<file path="config.mk">
export PLATFORM = sky130hd
export DESIGN_NAME = gsa_ram
export DESIGN_NICKNAME = d
export VERILOG_FILES = /design/src/hdl/gsa_ram.sv
export SDC_FILE = /design/constraint.sdc
export NUM_CORES = 1
export LEC_CHECK = 0
export BUFFER_PORTS_ARGS = -buffer_cell sky130_fd_sc_hd__buf_2
export CORE_AREA = 2 2 106 108
export CTS_BUF_LIST = sky130_fd_sc_hd__clkbuf_2
export DETAILED_ROUTE_END_ITERATION = 6
export DIE_AREA = 0 0 108 110
export GPL_TIMING_DRIVEN = 0
export PLACE_DENSITY = 0.66
export SLEW_MARGIN = 10
export SYNTH_ARGS = -nofsm -noshare
export SYNTH_HDL_FRONTEND = slang
export SYNTH_SLANG_ARGS = --single-unit
export TNS_END_PERCENT = 1
</file>
<file path="constraint.sdc">
create_clock -name clk -period 2.1 [get_ports clk]
set_input_delay 0.21 -clock clk [delete_from_list [all_inputs] [get_ports clk]]
set_output_delay 0.21 -clock clk [all_outputs]
set_load 0.01 [all_outputs]
</file>
<file path="src/hdl/gsa_ram.sv">
// Generic single-write, single-read RAM with registered read data.
module gsa_ram #(
  parameter int WIDTH = 8,
  parameter int DEPTH = 16,
  localparam int AW = $clog2(DEPTH)
) (
  input  logic             clk,
  input  logic             we,
  input  logic [AW-1:0]    waddr,
  input  logic [WIDTH-1:0] wdata,
  input  logic             re,
  input  logic [AW-1:0]    raddr,
  output logic [WIDTH-1:0] rdata
);

  logic [WIDTH-1:0] mem [DEPTH];

  always_ff @(posedge clk) begin
    if (we) begin
      mem[waddr] <= wdata;
    end
    if (re) begin
      rdata <= mem[raddr];
    end
  end

endmodule

</file>
* Yosys cells after proc, flatten, opt, wreduce, memory -nomap -nowiden
Memories as Yosys holds them, arrays and structs flattened. A register that Yosys moved wholly into a read port is not among the register bits.
Index checks and enable logic that the tools add are counted.
** Operators by class
- Mux-type cells :: 2
** Operators by type and width (count)
- two-way mux 1 bit :: 2
** Storage, ports and cells
- Flip-flop bits (word level) :: 0
- Bits in writable memories :: 128
- Input bits :: 19
- Output and inout bits :: 8
- Logic and storage cells :: 3
- Memories kept :: 1
** Memories
- mem :: depth 16, bits a word 8, read ports 1, clocked after Yosys merged registers in 1, write ports 1, line 16 : logic [WIDTH-1:0] mem [DEPTH];

* Depth between registers and ports, before layout
Gate-level depths: netlist of run 1.
- Depth after elaboration :: 2
- Depth in mapped cells :: 5
- Gate-level depth less buffers :: 3

* Worst setup path after synthesis of run 1
No wires, ideal clock.
- Path type :: input to register
- From :: input waddr[2]
- To :: memory mem[0][0] (enable)
- Setup time :: 0.383 ns
- Data arrival time :: 1.320 ns
- Required time :: 1.717 ns
- Path slack :: 0.397 ns
- Cell stages on the path :: 2
- Buffers on the path :: 0
- Path through :: or3b_2 > nor3_1
** RTL lines
- from (decl) :: line 9 : input logic [AW-1:0] waddr,
- to (decl) :: line 16
Straight into the memory's write port.

* Worst setup path after layout of run 1
- From :: input waddr[1]
- To :: memory mem[0][1] (enable)
Straight into the memory's write port.

==> results.py, run 1 <==
metrics = {
    "outcome": {
        "outcome": "finished clean",
    },
    "worst_setup_path": {
        "worstPathRequired_ns": 2.51,
        "r2r_cells": 3,
        "reg2reg_slack_ns": 0.50,
        "rr_endpoint": "rdata[0]$_DFFE_PP_",
        "arrival_ns": 2.11,
        "reg2reg_from": "mem[5][0]$_DFFE_PP_",
        "critPathKind": "primary input to flop",
        "cp-start-kind": "primary input",
        "end_kind": "flop",
        "critPathLaunch": "waddr[1]",
        "crit_fanout": 7,
    },
    "route": {
        "drc": 0,
        "drtAntennaViolNets": 0,
        "drt-pass1-iter-count": 4,
        "wire_per_inst_um": 20.9,
        "totalWireLength_um": 9160,
        "vias_per_cell": 5.45,
        "drt_iter0_markers": 132,
        "vias": 2385,
    },
    "timing": {
        "slew_headroom_pct": 21.4,
        "setup_ws_ns": 0.396,
        "drv_slew": 0,
        "max_freq_ghz": 0.587,
        "worst_slew_pin_slew_ns": 1.17,
        "rsz0062_at_grt": "false",
        "finalSetupViolCount": 0,
        "fin_crit_ns": 1.70,
        "finalCritPeriodShare_pct": 81.1,
        "tns_ns": 0,
        "finalHoldViolations": 0,
        "skew_ns": 0.0212,
    },
    "hold_path": {
        "whs_path_depth": 3,
        "hold_class": "primary input to flop",
        "hold_path_end": "mem[0][6]$_DFFE_PP_",
        "hold_start": "waddr[2]",
    },
    "clock_network": {
        "clock_path_buffers": 2,
        "cts_root_buffer": "clkbuf_2",
        "path_clk_slew_ns": 0.18,
        "post_cts_buffers": 0,
        "clkSinkCount": 136,
        "cts_made_buffers": 17,
        "cts_tree": "done",
        "cts_resized": 0,
        "h-tree-depth": 4,
        "clk_latency_ns": 0.67,
    },
    "layout": {
        "multi_input_area_um2": 1070,
        "final_layout_size_suffix_gt1_share_pct": 27.9,
        "antenna_cells": 0,
        "fill_cells": 842,
        "synthToLayoutAreaGrowth_pct": 12.2,
        "nNetsFinal": 304,
        "layout_commonest_cell": "edfxtp_1",
        "regArea_um2": 4080,
        "fin_cells": 438,
        "final_cell_mix": "edfxtp_1 (136), buf_2 (28), clkbuf_2 (20)",
    },
    "place": {
        "globalplace.congestion": 0.732,
        "portBuffers": 25,
        "place_inst": 394,
        "dp_hpwl_um": 5870,
        "place_ws_ns": -0.174,
    },
    "pwr": {
        "p_leak_uw": 0.00194,
        "peakVddDrop_mv": 0.356,
        "p_per_area_nw_per_um2": 808,
    },
    "synth": {
        "ys_seq_area_share_pct": 78.1,
        "syn-instance-count": 229,
        "synth_fp_nets": 248,
        "synth.avg_cell_area_um2": 22.8,
        "ys_types": 18,
        "ys_warn_count": 0,
        "syn_area_um2": 5230,
        "ys_ff_latch": 136,
    },
    "floorplan": {
        "num_rows": 38,
        "pin_count": 27,
        "initial_utilization_pct": 48.9,
        "die_h_um": 110,
        "die_x_um": 108,
        "core-area_um2": 10700,
        "dieArea_um2": 11900,
    },
    "global_routing": {
        "grt.total_usage_pct": 17.8,
        "antenna_found_initial": 0,
        "grt_max_degree": 17,
        "grt_pass1_vias": 2430,
        "gr-total-overflow": 0,
        "grt_pass1_wl_um": 14100,
    },
    "job": {
        "cap_violations": 0,
    },
}
==> flip-flops by register name (all words and copies together) (netlist names) <==
signal / count
mem: 128
rdata: 8
==> final cells by class <==
cell class	instances	area share (%)
Clock inverter	12	1.86
Multi-Input combinational cell	83	18.2
Sequential cell	136	69.6
Clock buffer	20	1.71
Timing Repair Buffer	37	4.18
Tap cell	140	2.99
Buffer	10	1.47
==> cell usage after synthesis, drive strengths merged <==
library cell   instances  area (um^2)
a22oi                 16          120
and2                   1         6.26
and2b                  1         7.51
buf                    7         56.3
clkdlybuf4s25          3         30.0
edfxtp               136         4080
mux4                  32          773
nand2                  9         33.8
nand2b                 2         12.5
nand3                  1         5.00
nand3b                 2         15.0
nor2                  13         48.8
nor2b                  1         6.26
nor3                   4         20.0
or3b                   1         8.76
==> report_power, final <==
part           leakage, uW  switching, uW  total [uW]  internal (uW)
Sequential         0.00124           11.6        3070           3050
Clock             0.000131            844        1380            533
Combinational     0.000573            169         301            131
==> layer usage <==
layer | vias up | wire (um) | global-route usage, %
met5 | - | 0 | 0
met4 | 0 | 146 | 6.14
met3 | 11 | 486 | 6.17
met2 | 68 | 4490 | 26.5
met1 | 1208 | 4040 | 25.1
li1 | 1098 | - | -
==> through the flow <==
stage / instance area [um^2] / hold WS, ns / total power, uW / util (%)
5_1_grt: 5870 / 0.0342 / 4930 / 54.8
2_1_floorplan: 5230 / 0.309 / 3290 / -
4_1_cts: 5830 / 0.0446 / 4770 / 54.5
6_report: 5870 / 0.0894 / 4740 / 54.8
3_3_place_gp: 5530 / 0.551 / 3410 / 51.7
3_5_place_dp: 5530 / 0.554 / 3420 / 51.7
==> worst max-delay path by stage <==
stage                          endpoint  depth (start not counted)
floorplan           mem[0][0]$_DFFE_PP_                          2
global placement    mem[0][7]$_DFFE_PP_                          3
CTS                  rdata[0]$_DFFE_PP_                          3
finish              mem[0][1]$_DFFE_PP_                          4
detailed placement  mem[0][7]$_DFFE_PP_                          3
global route        mem[0][1]$_DFFE_PP_                          4
==> worst max-delay path, cell delays in order <==
cell	delay [ns]
dlygate4sd3_1	0.53
buf_2	0.17
nor3_2	0.47
dlygate4sd3_1	0.72
==> kinds of logic (layout without fill, tap and decap cells) <==
kind of cell | Yosys count | count (layout) | synth area share, %
muxes | 32 | 32 | 14.8
and+or+nand+nor | 35 | 35 | 3.14
AOI/OAI and AO/OA | 16 | 16 | 2.30
DFF | 136 | 136 | 78.1
buffers and inverters | 10 | 79 | 1.65
==> repair_timing <==
item                                    4_1_cts  5_1_grt
hold buffers                                  9        3
hold endpoints to repair                    136        8
endpoints found under the setup margin        0        0
Power figures use the tool's default switching activity.
==> run 2: changes to the inputs <==
==> constraint.sdc (replaced) <==
create_clock -name clk -period 1.65 [get_ports clk]
set_input_delay 0.165 -clock clk [delete_from_list [all_inputs] [get_ports clk]]
set_output_delay 0.165 -clock clk [all_outputs]
set_load 0.01 [all_outputs]
==> run 2 against run 1 <==
Sequential power up 27%. Power up 23%. Clock power up 13%. First-iteration DRC count up 23%. Combinational power up 29%. Flip-flop and latch count unchanged. Sequential share of layout area up 0.28 points.
==> results.py, run 2 (same netlist as run 1, synthesis figures left out) <==
metrics = {
    "timing": {
        "drv_slew": 0,
        "worst_slew_pin_slew_ns": 1.16,
        "slew_headroom_pct": 22.0,
        "holdWs_ns": 0.0857,
        "rsz0062_at_grt": "false",
        "finalHoldViolations": 0,
        "tns_ns": 0,
        "max_freq_ghz": 0.642,
        "finalCritPeriodShare_pct": 94.5,
        "skew_ns": 0.0151,
        "fin_crit_ns": 1.56,
        "finalSetupViolCount": 0,
    },
    "global_routing": {
        "grt_pass1_vias": 2392,
        "grt_pass1_wl_um": 13700,
        "gr-total-overflow": 0,
        "grt_max_degree": 17,
        "grt.total_usage_pct": 17.2,
        "antenna_found_initial": 1,
    },
    "layout": {
        "synthToLayoutAreaGrowth_pct": 11.8,
        "multi_input_area_um2": 1080,
        "largest_reg_flops": 128,
        "postLayoutCoreUtil_pct": 54.6,
        "layout_commonest_cell": "edfxtp_1",
        "reg.largest.list": "mem: 128 flops, rdata: 8 flops",
        "design_area_um2": 5840,
        "regMostFlops": "mem",
        "regArea_um2": 4080,
        "final_cell_mix": "edfxtp_1 (136), buf_2 (28), clkbuf_2 (24)",
        "fill_cells": 817,
        "final_layout_size_suffix_gt1_share_pct": 29.1,
        "nNetsFinal": 304,
    },
    "clock_network": {
        "cts_made_buffers": 17,
        "cts_root_buffer": "clkbuf_2",
        "cts_tree": "done",
        "clkSinkCount": 136,
        "post_cts_buffers": 0,
        "h-tree-depth": 4,
        "clock_path_buffers": 2,
        "clk_latency_ns": 0.62,
        "path_clk_slew_ns": 0.16,
    },
    "route": {
        "totalWireLength_um": 9190,
        "drt-pass1-iter-count": 4,
        "wire_per_inst_um": 21.0,
        "vias_per_cell": 5.55,
        "wl_met1_um": 4100,
        "vias": 2427,
        "wl_met2_um": 4460,
        "met3_length_um": 503,
        "drtAntennaViolNets": 0,
        "drt_iter0_markers": 163,
        "drc": 0,
        "top_layer_used": "met4",
    },
    "pwr": {
        "p_leak_uw": 0.00194,
        "peakVddDrop_mv": 0.331,
        "total_power_uw": 5850,
        "p_per_area_nw_per_um2": 1000,
    },
    "worst_setup_path": {
        "end_kind": "flop",
        "critPathKind": "flop to flop",
        "cp-start-kind": "flop",
        "arrival_ns": 1.96,
        "worstPathRequired_ns": 2.05,
        "crit_fanout": 1,
    },
    "floorplan": {
        "pin_count": 27,
        "die_h_um": 110,
        "die_x_um": 108,
        "dieArea_um2": 11900,
        "core-area_um2": 10700,
        "initial_utilization_pct": 48.9,
        "num_rows": 38,
    },
    "outcome": {
        "outcome": "finished clean",
    },
    "place": {
        "portBuffers": 25,
        "place_area_um2": 5530,
        "dp_hpwl_um": 5940,
        "globalplace.congestion": 0.731,
    },
    "job": {
        "cap_violations": 0,
    },
    "hold_path": {
        "hold_class": "primary input to flop",
    },
}
## run 2: changes by cell type in the layout (fill, tap and decap cells not counted), sizes merged
cell and delta:
clkbuf +4, clkinv -3, bufinv -1, clkinvlp -2
diode +1
## run 2: what timing repair did
action / CTS / global route
hold buffers: 11 / 1
endpoints found under the setup margin: 0 / 1
resized for setup: 0 / 1
hold endpoints to repair: 144 / 16
## run 2: power by group
part	switching [uW]	internal, uW	total (uW)
sequential	15.4	3890	3900
clock	1000	553	1560
combinational	220	169	389
## run 2: layout make-up
cell class,instances,area share [%]
tap,140,3.00
clock inverter,6,0.899
timing repair buffer,37,4.20
multi-input combinational,83,18.4
antenna,1,0.0428
sequential,136,69.9
clock buffer,24,2.06
buffer,10,1.48
## run 2: path summary, 6_finish.rpt
| check | from | endpoint | slack, ns | depth (start not counted) |
|---|---|---|---|---|
| min reg2reg | mem[8][1]$_DFFE_PP_ | rdata[1]$_DFFE_PP_ | 0.77 | 3 |
| max reg2reg | mem[6][1]$_DFFE_PP_ | rdata[1]$_DFFE_PP_ | 0.09 | 3 |
| min | waddr[1] | mem[4][2]$_DFFE_PP_ | 0.09 | 2 |
| max | mem[6][1]$_DFFE_PP_ | rdata[1]$_DFFE_PP_ | 0.09 | 3 |
## run 2: worst max-delay path, cell delays in order, from the launching register on
cell and delay, ns:
edfxtp_1 0.40, mux4_1 0.56, a22oi_1 0.28, nand2_1 0.09
## run 2: per-layer routing
layer | GRT usage [%] | vias up
li1 | - | 1093
met1 | 23.7 | 1244
met2 | 26.4 | 83
met3 | 5.41 | 7
met4 | 6.04 | 0
met5 | 0 | -
## run 2: through the flow
stage / worst slack, ns / instances
floorplan: 0.203 / 229
global placement: -0.323 / 394
detailed placement: -0.364 / 394
CTS: 0.0150 / 435
global route: 0.0640 / 437
finish: 0.0913 / 437
==> run 3: changes to the inputs <==
--- a/config.mk
+++ b/config.mk
@@ -12,6 +12,7 @@
 export DIE_AREA = 0 0 108 110
 export GPL_TIMING_DRIVEN = 0
 export PLACE_DENSITY = 0.66
+export SETUP_SLACK_MARGIN = 0.2
 export SLEW_MARGIN = 10
 export SYNTH_ARGS = -nofsm -noshare
 export SYNTH_HDL_FRONTEND = slang
==> run 3 against run 2 <==
Count of clock-buffer cells in the layout is the same. Critical path depth is the same. Final area increased by 0.64%. Cell count is 0.23% higher. Combinational power rose by 4%. First-iteration DRC count is 2.5% higher. Flip-flop and latch count did not move. Register-to-register slack gained 0.09 ns. Setup slack improved by 0.095 ns. Global-route usage is 0.16 points higher. Largest cell class unchanged.
==> results.py, run 3 (same netlist as run 1, synthesis figures left out) <==
metrics = {
    "outcome": {
        "outcome": "finished clean",
    },
    "floorplan": {
        "die_h_um": 110,
        "dieArea_um2": 11900,
        "core-area_um2": 10700,
        "die_x_um": 108,
        "initial_utilization_pct": 48.9,
        "num_rows": 38,
        "pin_count": 27,
    },
    "hold_path": {
        "hold_class": "primary input to flop",
    },
    "timing": {
        "max_freq_ghz": 0.683,
        "finalSetupViolCount": 0,
        "holdWs_ns": 0.0594,
        "worst_slew_pin_slew_ns": 1.17,
        "rsz0062_at_grt": "true",
        "drv_slew": 0,
        "fin_crit_ns": 1.46,
        "finalHoldViolations": 0,
        "skew_ns": 0.0184,
        "setup_ws_ns": 0.186,
        "finalCritPeriodShare_pct": 88.7,
        "tns_ns": 0,
        "slew_headroom_pct": 21.6,
    },
    "clock_network": {
        "cts_root_buffer": "clkbuf_2",
        "clock_path_buffers": 2,
        "clk_latency_ns": 0.63,
        "clkSinkCount": 136,
        "cts_tree": "done",
        "path_clk_slew_ns": 0.17,
        "h-tree-depth": 4,
        "cts_made_buffers": 17,
    },
    "job": {
        "cap_violations": 0,
    },
    "layout": {
        "largest_reg_flops": 128,
        "reg.largest.list": "mem: 128 flops, rdata: 8 flops",
        "final_cell_mix": "edfxtp_1 (136), buf_2 (28), clkbuf_2 (24)",
        "layout_commonest_cell": "edfxtp_1",
        "synthToLayoutAreaGrowth_pct": 12.5,
        "final_layout_size_suffix_gt1_share_pct": 32.0,
        "regMostFlops": "mem",
        "design_area_um2": 5880,
        "postLayoutCoreUtil_pct": 55.0,
        "nNetsFinal": 305,
    },
    "global_routing": {
        "grt_max_degree": 17,
        "antenna_found_initial": 1,
        "grt_pass1_wl_um": 13900,
        "gr-total-overflow": 0,
        "grt.total_usage_pct": 17.3,
        "grt_util_met1_pct": 23.9,
        "grt_pass1_vias": 2424,
        "gr-usage-met2_pct": 26.6,
        "use_met3_pct": 5.41,
        "gr-max-usage-layer": "met2",
    },
    "route": {
        "drt-pass1-iter-count": 4,
        "drtAntennaViolNets": 0,
        "drt_iter0_markers": 167,
        "vias_per_cell": 5.60,
        "wire_per_inst_um": 21.2,
        "totalWireLength_um": 9280,
        "vias": 2453,
        "drc": 0,
    },
    "worst_setup_path": {
        "path_cells": "mux4_1 -> a22oi_2 -> nand2_1",
        "slowest_delay_ns": 0.58,
        "crit_fanout": 1,
        "critPathKind": "flop to flop",
        "end_kind": "flop",
        "critPathSlowestCell": "mux4_1",
        "cp-start-kind": "flop",
        "worstPathRequired_ns": 2.07,
        "arrival_ns": 1.88,
    },
    "pwr": {
        "p_per_area_nw_per_um2": 997,
        "peakVddDrop_mv": 0.329,
        "p_leak_uw": 0.00193,
    },
    "place": {
        "globalplace.congestion": 0.731,
        "place_ws_ns": -0.364,
        "place_area_um2": 5530,
        "dp_hpwl_um": 5940,
        "portBuffers": 25,
    },
}
[run 3: timing repair]
item	4_1_cts	5_1_grt
pin swaps	1	2
hold buffers	11	2
gates resized for setup	8	2
hold endpoints to repair	144	16
endpoints found under the setup margin	7	12
setup buffers	0	0
gates cloned	0	0
[run 3: metrics by stage]
step,cells,total power [uW]
after CTS,435,5900
after detailed placement,394,4350
final,438,5870
after global placement,394,4340
after global routing,438,6090
after floorplan,229,4180
[run 3: path summary, 6_finish.rpt]
path / start / cells past startpoint / end / slack (ns)
max: mem[5][1]$_DFFE_PP_ / 3 / rdata[1]$_DFFE_PP_ / 0.19
min: waddr[0] / 2 / mem[4][2]$_DFFE_PP_ / 0.06
max reg2reg: mem[5][1]$_DFFE_PP_ / 3 / rdata[1]$_DFFE_PP_ / 0.19
min reg2reg: mem[8][1]$_DFFE_PP_ / 3 / rdata[1]$_DFFE_PP_ / 0.76
[run 3: critical path, delay by kind of cell, from the launching register on]
kind             cells  cell delay (ns)
AO/OA/AOI/OAI        1             0.20
AND/OR/NAND/NOR      1             0.08
multiplexers         1             0.58
flip-flops           1             0.39
[run 3: final cells by class]
| type | instances | area [um^2] |
|---|---|---|
| Buffer | 10 | 86.3 |
| Clock inverter | 6 | 52.6 |
| Multi-Input combinational cell | 83 | 1100 |
| Tap cell | 140 | 175 |
| Timing Repair Buffer | 38 | 255 |
| Antenna cell | 1 | 2.50 |
| Sequential cell | 136 | 4080 |
| Fill cell | 813 | 4820 |
| Clock buffer | 24 | 120 |
[run 3: power breakdown]
part | total, uW | leakage (uW) | switching [uW] | internal [uW]
sequential | 3900 | 0.00124 | 15.6 | 3890
clock | 1560 | 0.000129 | 1000 | 553
combinational | 406 | 0.000570 | 230 | 177
total | 5870 | 0.00193 | 1250 | 4620
[run 3: per-layer routing]
metal / up-vias / wire, um
li1: 1093 / -
met1: 1247 / 4070
met2: 102 / 4510
met3: 11 / 552
met4: 0 / 146
met5: - / 0
